[config.mk]
export PLATFORM = sky130hd
export DESIGN_NAME = divider_and_reload_timer
export DESIGN_NICKNAME = d
export VERILOG_FILES = /design/src/rtl/dart_pkg.sv /design/src/rtl/dart_core.sv /design/src/rtl/dart_skid.sv /design/src/rtl/divider_and_reload_timer.sv
export SDC_FILE = /design/constraint.sdc
export NUM_CORES = 1
export LEC_CHECK = 0
export BUFFER_PORTS_ARGS = -buffer_cell sky130_fd_sc_hd__buf_2
export CORE_MARGIN = 5
export CORE_UTILIZATION = 45
export DETAILED_ROUTE_END_ITERATION = 10
export SETUP_SLACK_MARGIN = 0.15
export SLEW_MARGIN = 20
export SYNTH_ARGS = -nofsm -noshare
export SYNTH_HDL_FRONTEND = slang
export SYNTH_SLANG_ARGS = --single-unit
[constraint.sdc]
create_clock -name aclk -period 4.6 [get_ports aclk]
set_input_delay 0.92 -clock aclk [delete_from_list [all_inputs] [get_ports aclk]]
set_output_delay 0.92 -clock aclk [all_outputs]
set_load 0.01 [all_outputs]
[src/rtl/dart_pkg.sv]
package dart_pkg;

    // Command codes carried in the cmd field.
    localparam logic [1:0] CMD_TICK  = 2'd0;
    localparam logic [1:0] CMD_WRITE = 2'd1;
    localparam logic [1:0] CMD_READ  = 2'd2;

    // Register select codes.
    localparam logic [1:0] SEL_DIVIDER = 2'd0;
    localparam logic [1:0] SEL_COUNT   = 2'd1;
    localparam logic [1:0] SEL_RELOAD  = 2'd2;
    localparam logic [1:0] SEL_CONTROL = 2'd3;

    // Control register layout.
    localparam int unsigned CTL_ENABLE_BIT = 2;

    // Timer period codes held in control bits 1:0.
    localparam logic [1:0] PERIOD_1024 = 2'd0;
    localparam logic [1:0] PERIOD_16   = 2'd1;
    localparam logic [1:0] PERIOD_64   = 2'd2;

    // One input beat.
    typedef struct packed {
        logic [1:0] cmd;
        logic [7:0] clocks;
        logic [1:0] reg_select;
        logic [7:0] write_data;
    } in_t;

    // One result beat.
    typedef struct packed {
        logic [7:0] read_data;
        logic       timer_interrupt;
    } out_t;

endpackage

[src/rtl/dart_core.sv]
module dart_core
    import dart_pkg::*;
(
    input  logic aclk,
    input  logic aresetn,
    input  logic beat,
    input  in_t  item,
    output out_t result
);

    logic [7:0]  div_pre_reg, div_pre_next;
    logic [7:0]  div_val_reg, div_val_next;
    logic [10:0] tim_pre_reg, tim_pre_next;
    logic [7:0]  tim_cnt_reg, tim_cnt_next;
    logic [7:0]  reload_reg, reload_next;
    logic [2:0]  ctl_reg, ctl_next;

    logic [8:0]  div_sum;
    logic [11:0] tim_sum;
    logic [11:0] period;
    logic [10:0] tim_rem;
    logic        tim_step;

    // The period is always a power of two, so the remainder is a mask.
    function automatic logic [11:0] timer_period(input logic [1:0] code);
        logic [11:0] p;
        case (code)
            PERIOD_1024: p = 12'd1024;
            PERIOD_16:   p = 12'd16;
            PERIOD_64:   p = 12'd64;
            default:     p = 12'd256;
        endcase
        return p;
    endfunction

    // Prescaler sums for both counters, and the timer period, remainder and step.
    always_comb begin
        div_sum  = {1'b0, div_pre_reg} + {1'b0, item.clocks};
        period   = timer_period(ctl_reg[1:0]);
        tim_sum  = {1'b0, tim_pre_reg} + {4'b0, item.clocks};
        tim_rem  = tim_sum[10:0] & (period[10:0] - 11'd1);
        tim_step = (tim_sum >= period);
    end

    // Next state and result for the beat being taken.
    always_comb begin
        div_pre_next = div_pre_reg;
        div_val_next = div_val_reg;
        tim_pre_next = tim_pre_reg;
        tim_cnt_next = tim_cnt_reg;
        reload_next  = reload_reg;
        ctl_next     = ctl_reg;
        result       = '0;

        case (item.cmd)
            CMD_TICK: begin
                div_pre_next = div_sum[7:0];
                if (div_sum[8]) begin
                    div_val_next = div_val_reg + 8'd1;
                end
                if (ctl_reg[CTL_ENABLE_BIT]) begin
                    tim_pre_next = tim_rem;
                    if (tim_step) begin
                        if (tim_cnt_reg == 8'hFF) begin
                            tim_cnt_next           = reload_reg;
                            result.timer_interrupt = 1'b1;
                        end else begin
                            tim_cnt_next = tim_cnt_reg + 8'd1;
                        end
                    end
                end
            end
            CMD_WRITE: begin
                unique case (item.reg_select)
                    SEL_DIVIDER: div_val_next = item.write_data;
                    SEL_COUNT:   tim_cnt_next = item.write_data;
                    SEL_RELOAD:  reload_next  = item.write_data;
                    SEL_CONTROL: ctl_next     = item.write_data[2:0];
                    default:     ctl_next     = ctl_reg;
                endcase
            end
            CMD_READ: begin
                unique case (item.reg_select)
                    SEL_DIVIDER: result.read_data = div_val_reg;
                    SEL_COUNT:   result.read_data = tim_cnt_reg;
                    SEL_RELOAD:  result.read_data = reload_reg;
                    SEL_CONTROL: result.read_data = {5'b0, ctl_reg};
                    default:     result.read_data = 8'd0;
                endcase
            end
            default: begin
                result = '0;
            end
        endcase
    end

    // Timer state, advanced only on an accepted beat.
    always_ff @(posedge aclk) begin
        if (!aresetn) begin
            div_pre_reg <= '0;
            div_val_reg <= '0;
            tim_pre_reg <= '0;
            tim_cnt_reg <= '0;
            reload_reg  <= '0;
            ctl_reg     <= '0;
        end else if (beat) begin
            div_pre_reg <= div_pre_next;
            div_val_reg <= div_val_next;
            tim_pre_reg <= tim_pre_next;
            tim_cnt_reg <= tim_cnt_next;
            reload_reg  <= reload_next;
            ctl_reg     <= ctl_next;
        end
    end

endmodule

[src/rtl/dart_skid.sv]
module dart_skid
    import dart_pkg::*;
(
    input  logic aclk,
    input  logic aresetn,
    input  logic in_valid,
    output logic in_ready,
    input  out_t in_data,
    output logic out_valid,
    input  logic out_ready,
    output out_t out_data
);

    logic out_valid_reg, out_valid_next;
    logic skid_valid_reg, skid_valid_next;
    out_t out_data_reg, out_data_next;
    out_t skid_data_reg, skid_data_next;
    logic take;

    assign in_ready  = !skid_valid_reg;
    assign out_valid = out_valid_reg;
    assign out_data  = out_data_reg;
    assign take      = out_valid_reg && out_ready;

    // Drain first, then place the new beat in the first free entry.
    always_comb begin
        out_valid_next  = out_valid_reg;
        skid_valid_next = skid_valid_reg;
        out_data_next   = out_data_reg;
        skid_data_next  = skid_data_reg;
        if (take) begin
            if (skid_valid_reg) begin
                out_data_next   = skid_data_reg;
                skid_valid_next = 1'b0;
            end else begin
                out_valid_next = 1'b0;
            end
        end
        if (in_valid && in_ready) begin
            if (!out_valid_next) begin
                out_data_next  = in_data;
                out_valid_next = 1'b1;
            end else begin
                skid_data_next  = in_data;
                skid_valid_next = 1'b1;
            end
        end
    end

    // Occupancy flags.
    always_ff @(posedge aclk) begin
        if (!aresetn) begin
            out_valid_reg  <= 1'b0;
            skid_valid_reg <= 1'b0;
        end else begin
            out_valid_reg  <= out_valid_next;
            skid_valid_reg <= skid_valid_next;
        end
    end

    // Payload entries need no reset.
    always_ff @(posedge aclk) begin
        out_data_reg  <= out_data_next;
        skid_data_reg <= skid_data_next;
    end

endmodule

[src/rtl/divider_and_reload_timer.sv]
// Channel   Direction  Handshake           Payload
// s_        in         s_valid / s_ready   s_data (in_t: cmd, clocks, reg_select, write_data)
// m_        out        m_valid / m_ready   m_data (out_t: read_data, timer_interrupt)
//
// One beat is accepted every cycle while s_ready is high; its result reaches m_ through a register.
// The timer state and result logic is a single add-compare-mask pass per beat.
// Reset is synchronous on aresetn and clears the timer state and output buffer.
// A two-entry output buffer keeps s_ready registered; it falls only when both
// entries hold results that m_ has not yet taken.
module divider_and_reload_timer
    import dart_pkg::*;
(
    input  logic aclk,
    input  logic aresetn,
    input  logic s_valid,
    output logic s_ready,
    input  in_t  s_data,
    output logic m_valid,
    input  logic m_ready,
    output out_t m_data
);

    logic beat;
    out_t core_result;

    assign beat = s_valid && s_ready;

    // Timer state and per-beat result.
    dart_core u_core (
        .aclk    (aclk),
        .aresetn (aresetn),
        .beat    (beat),
        .item    (s_data),
        .result  (core_result)
    );

    // Output buffer between the two sides.
    dart_skid u_skid (
        .aclk      (aclk),
        .aresetn   (aresetn),
        .in_valid  (beat),
        .in_ready  (s_ready),
        .in_data   (core_result),
        .out_valid (m_valid),
        .out_ready (m_ready),
        .out_data  (m_data)
    );

    // An accepted beat always leaves a result waiting.
    a_beat_gives_result: assert property (@(posedge aclk) disable iff (!aresetn)
        beat |=> m_valid)
        else $error("accepted beat produced no result");

    // Back-pressure only while a result is pending on m_.
    a_stall_needs_result: assert property (@(posedge aclk) disable iff (!aresetn)
        !s_ready |-> m_valid)
        else $error("input stalled with no result pending");

    // Only a tick can raise the interrupt.
    a_irq_on_tick_only: assert property (@(posedge aclk) disable iff (!aresetn)
        beat && (s_data.cmd != CMD_TICK) |-> !core_result.timer_interrupt)
        else $error("interrupt raised by a non-tick beat");

    // Read data is zero on anything but a read.
    a_data_on_read_only: assert property (@(posedge aclk) disable iff (!aresetn)
        beat && (s_data.cmd != CMD_READ) |-> (core_result.read_data == 8'd0))
        else $error("read data non-zero on a non-read beat");

endmodule

==> run metrics <==
synth cell count leaders=nand2_1, dfxtp_1, nor2_1; FP Rows=34; die width=around 110 um; Max Fclk=250 MHz; total clock sinks=66; Setup TNS=0 ns; Post-CTS Setup Inserts=0; commonest register cell after synthesis=dfxtp_1; register area share after synthesis=0.345; largest fanout on the critical path=8; R2R depth=17; met3 usage=0.0440; CTS tree=done; IO Pins=35; met1 Track Usage GR=0.266; Area contributors post-synth=dfxtp_1, mux2i_1, ha_1, edfxtp_1, nand2_1; Period minus WS final=4.00 ns; worst setup path startpoint=s_data[10]; r2r endpoint=u_core.tim_cnt_reg[5]$_SDFFE_PN0P_; Syn. warnings=0; Inserted Diodes=0; Pleak=roughly 2 nW; Initial Util=0.465; Synth Register Bits=66; reg-to-reg slack, setup=0.91 ns; final wirelength=between 9000 and 10000 um; layout cells sized above 1=0.131; count leader, synth=nand2_1; number of antenna violations at the first check in global routing=0; vias in the first global route=roughly 3300; post-synth cell types=slightly below 60; Mapped Area=just over 4000 sq um; Post-Syn Area per Cell=8.45 sq um; H-tree Lvls=3; max reg flops=11; final worst slack=between 0.5 and 0.6 ns; core box area=a little under 9000 sq um; global route overflow=0; Setup crit end=u_core.tim_cnt_reg[5]$_SDFFE_PN0P_; final hold viol count=0; Final Max Tran Viols=0; Clock Pin Slew Worst Setup and Hold Paths=around 0.08 ns; DR iter-0 viols=between 300 and 400; Synth-to-Final Area Change=11.1%; filler cell count=837; Die ar.=about 11000 sq um; DR pass1 iterations=4; post_cts resized=0; largest net degree at the start of global routing=29; IO Port Bufs=34; first-pass GRT wire length=around 17000 um; Post-Syn Instances=about 490; routed length per placed instance=15.6 um; ANT nets after route=0; Max-cap violations=0; Final setup viols=0; unrepaired setup endpoints after global routing=false; via density per instance=5.60; GPL Wtd Cong=0.852; Worst setup EP type=register; Worst setup SP type=input pin; dpl hpwl=7240 um; root buffer cell=clkbuf_8; ys async rst share=0; Worst Hold Class=reg -> reg; worst skew pair latency=approximately 0.35 ns; Net Count, Synth=538; Worst Hold Launch=u_core.tim_pre_reg[6]$_SDFFE_PN0P_; M2 GR Usage=0.269; FF/Latch Area=1410 sq um; Crit Path Category=in -> reg; outcome=finished, final reports clean; Final nets=567; Die Height=approximately 110 um; Slew HR=0.299; post-synth top area cell=dfxtp_1; Yosys top cell area share=0.279; cts-stage hold buffer count=0; DR DRC count=0; Worst-Margin Slew=between 1 and 1.5 ns; CP arrival=4.27 ns; reg-to-reg startpoint=u_core.tim_pre_reg[0]$_SDFFE_PN0P_; Max VDD drop=200 uV; via count=between 3000 and 4000; pre-CTS WS=0.270 ns; Max Root-Sink Buffers=2; Layout Skew=0.0106 ns; GR peak layer=met2; post-route cell area=about 4500 sq um; CP required=4.87 ns; Final Cycle Share=0.870; Num CTS Buffers=9; area of the multi-input gates=2530 sq um; pwr/cell area=between 200 and 300 nW/um^2; EDFF count, synth=9; placed inst area=between 4000 and 5000 sq um; overall routing resource usage=0.183
metrics by stage:
step                std cells  utilization  hold slack (ns)  power, mW
floorplan                 485            -            0.436      0.734
global placement          611        0.495            0.444      0.787
detailed placement        611        0.495            0.450      0.790
CTS                       627        0.517            0.461       1.28
global route              627        0.517            0.472       1.32
finish                    627        0.517            0.460       1.26
report_power, final:
| group | switching [mW] | total, mW | internal [mW] |
|---|---|---|---|
| Sequential | 0.0127 | 0.616 | 0.603 |
| Combinational | 0.0957 | 0.160 | 0.0644 |
| Clock | 0.236 | 0.484 | 0.248 |
cell usage in the layout (no fill, tap or decap), drive strengths merged, types with 4 or more instances in the layout:
| cell type | n |
|---|---|
| a211oi | 7 |
| a21o | 7 |
| a21oi | 41 |
| a31oi | 4 |
| and2 | 10 |
| and3 | 8 |
| buf | 38 |
| clkbuf | 9 |
| dfxtp | 57 |
| edfxtp | 9 |
| ha | 27 |
| inv | 21 |
| mux2i | 37 |
| nand2 | 61 |
| nand3 | 11 |
| nor2 | 49 |
| nor2b | 8 |
| nor3 | 13 |
| o211ai | 6 |
| o21ai | 29 |
| or2 | 5 |
| xnor2 | 6 |
| xor2 | 5 |
logic make-up after synthesis:
| kind of cell | Yosys count | synth area share |
|---|---|---|
| compound gates | 114 | 0.180 |
| xor+xnor | 11 | 0.0235 |
| fa+ha+maj | 29 | 0.0922 |
| buf+inv | 41 | 0.0379 |
| flops | 66 | 0.345 |
| mux | 41 | 0.111 |
| simple gates | 183 | 0.212 |
worst min path at each step:
stage                                              end  slack (ns)  cells past startpoint
global placement    u_core.div_pre_reg[3]$_SDFFE_PN0P_        0.44                      2
finish              u_core.tim_pre_reg[6]$_SDFFE_PN0P_        0.46                      2
detailed placement  u_core.tim_pre_reg[6]$_SDFFE_PN0P_        0.45                      2
CTS                 u_core.tim_pre_reg[6]$_SDFFE_PN0P_        0.46                      2
floorplan           u_core.tim_pre_reg[6]$_SDFFE_PN0P_        0.44                      2
global route        u_core.tim_pre_reg[6]$_SDFFE_PN0P_        0.47                      2
worst max-delay path: stages:
cell and delay (ns):
buf_2 0.09, ha_1 0.20, inv_1 0.07, fa_1 0.40, nor2b_1 0.13, o21ai_1 0.08
a21boi_1 0.20, o21ai_1 0.12, a21oi_1 0.18, and3_1 0.19, xor2_1 0.15, ha_1 0.29
nand2b_1 0.09, a2bb2oi_1 0.07, a311oi_1 0.31, o31ai_2 0.17, a21oi_4 0.36, mux2i_1 0.22
per-layer routing:
metal | vias to the layer above | share of wire
met5 | - | 0
met4 | 0 | 0.013
met3 | 10 | 0.063
met2 | 98 | 0.43
met1 | 1630 | 0.49
li1 | 1775 | -
area by class of cell:
class / instances / area share
sequential: 66 / 0.310
clock inverter: 7 / 0.0154
tap: 108 / 0.0297
multi-input combinational: 378 / 0.556
timing repair buffer: 38 / 0.0440
inverter: 21 / 0.0173
clock buffer: 9 / 0.0272
Power figures use the tool's default switching activity.
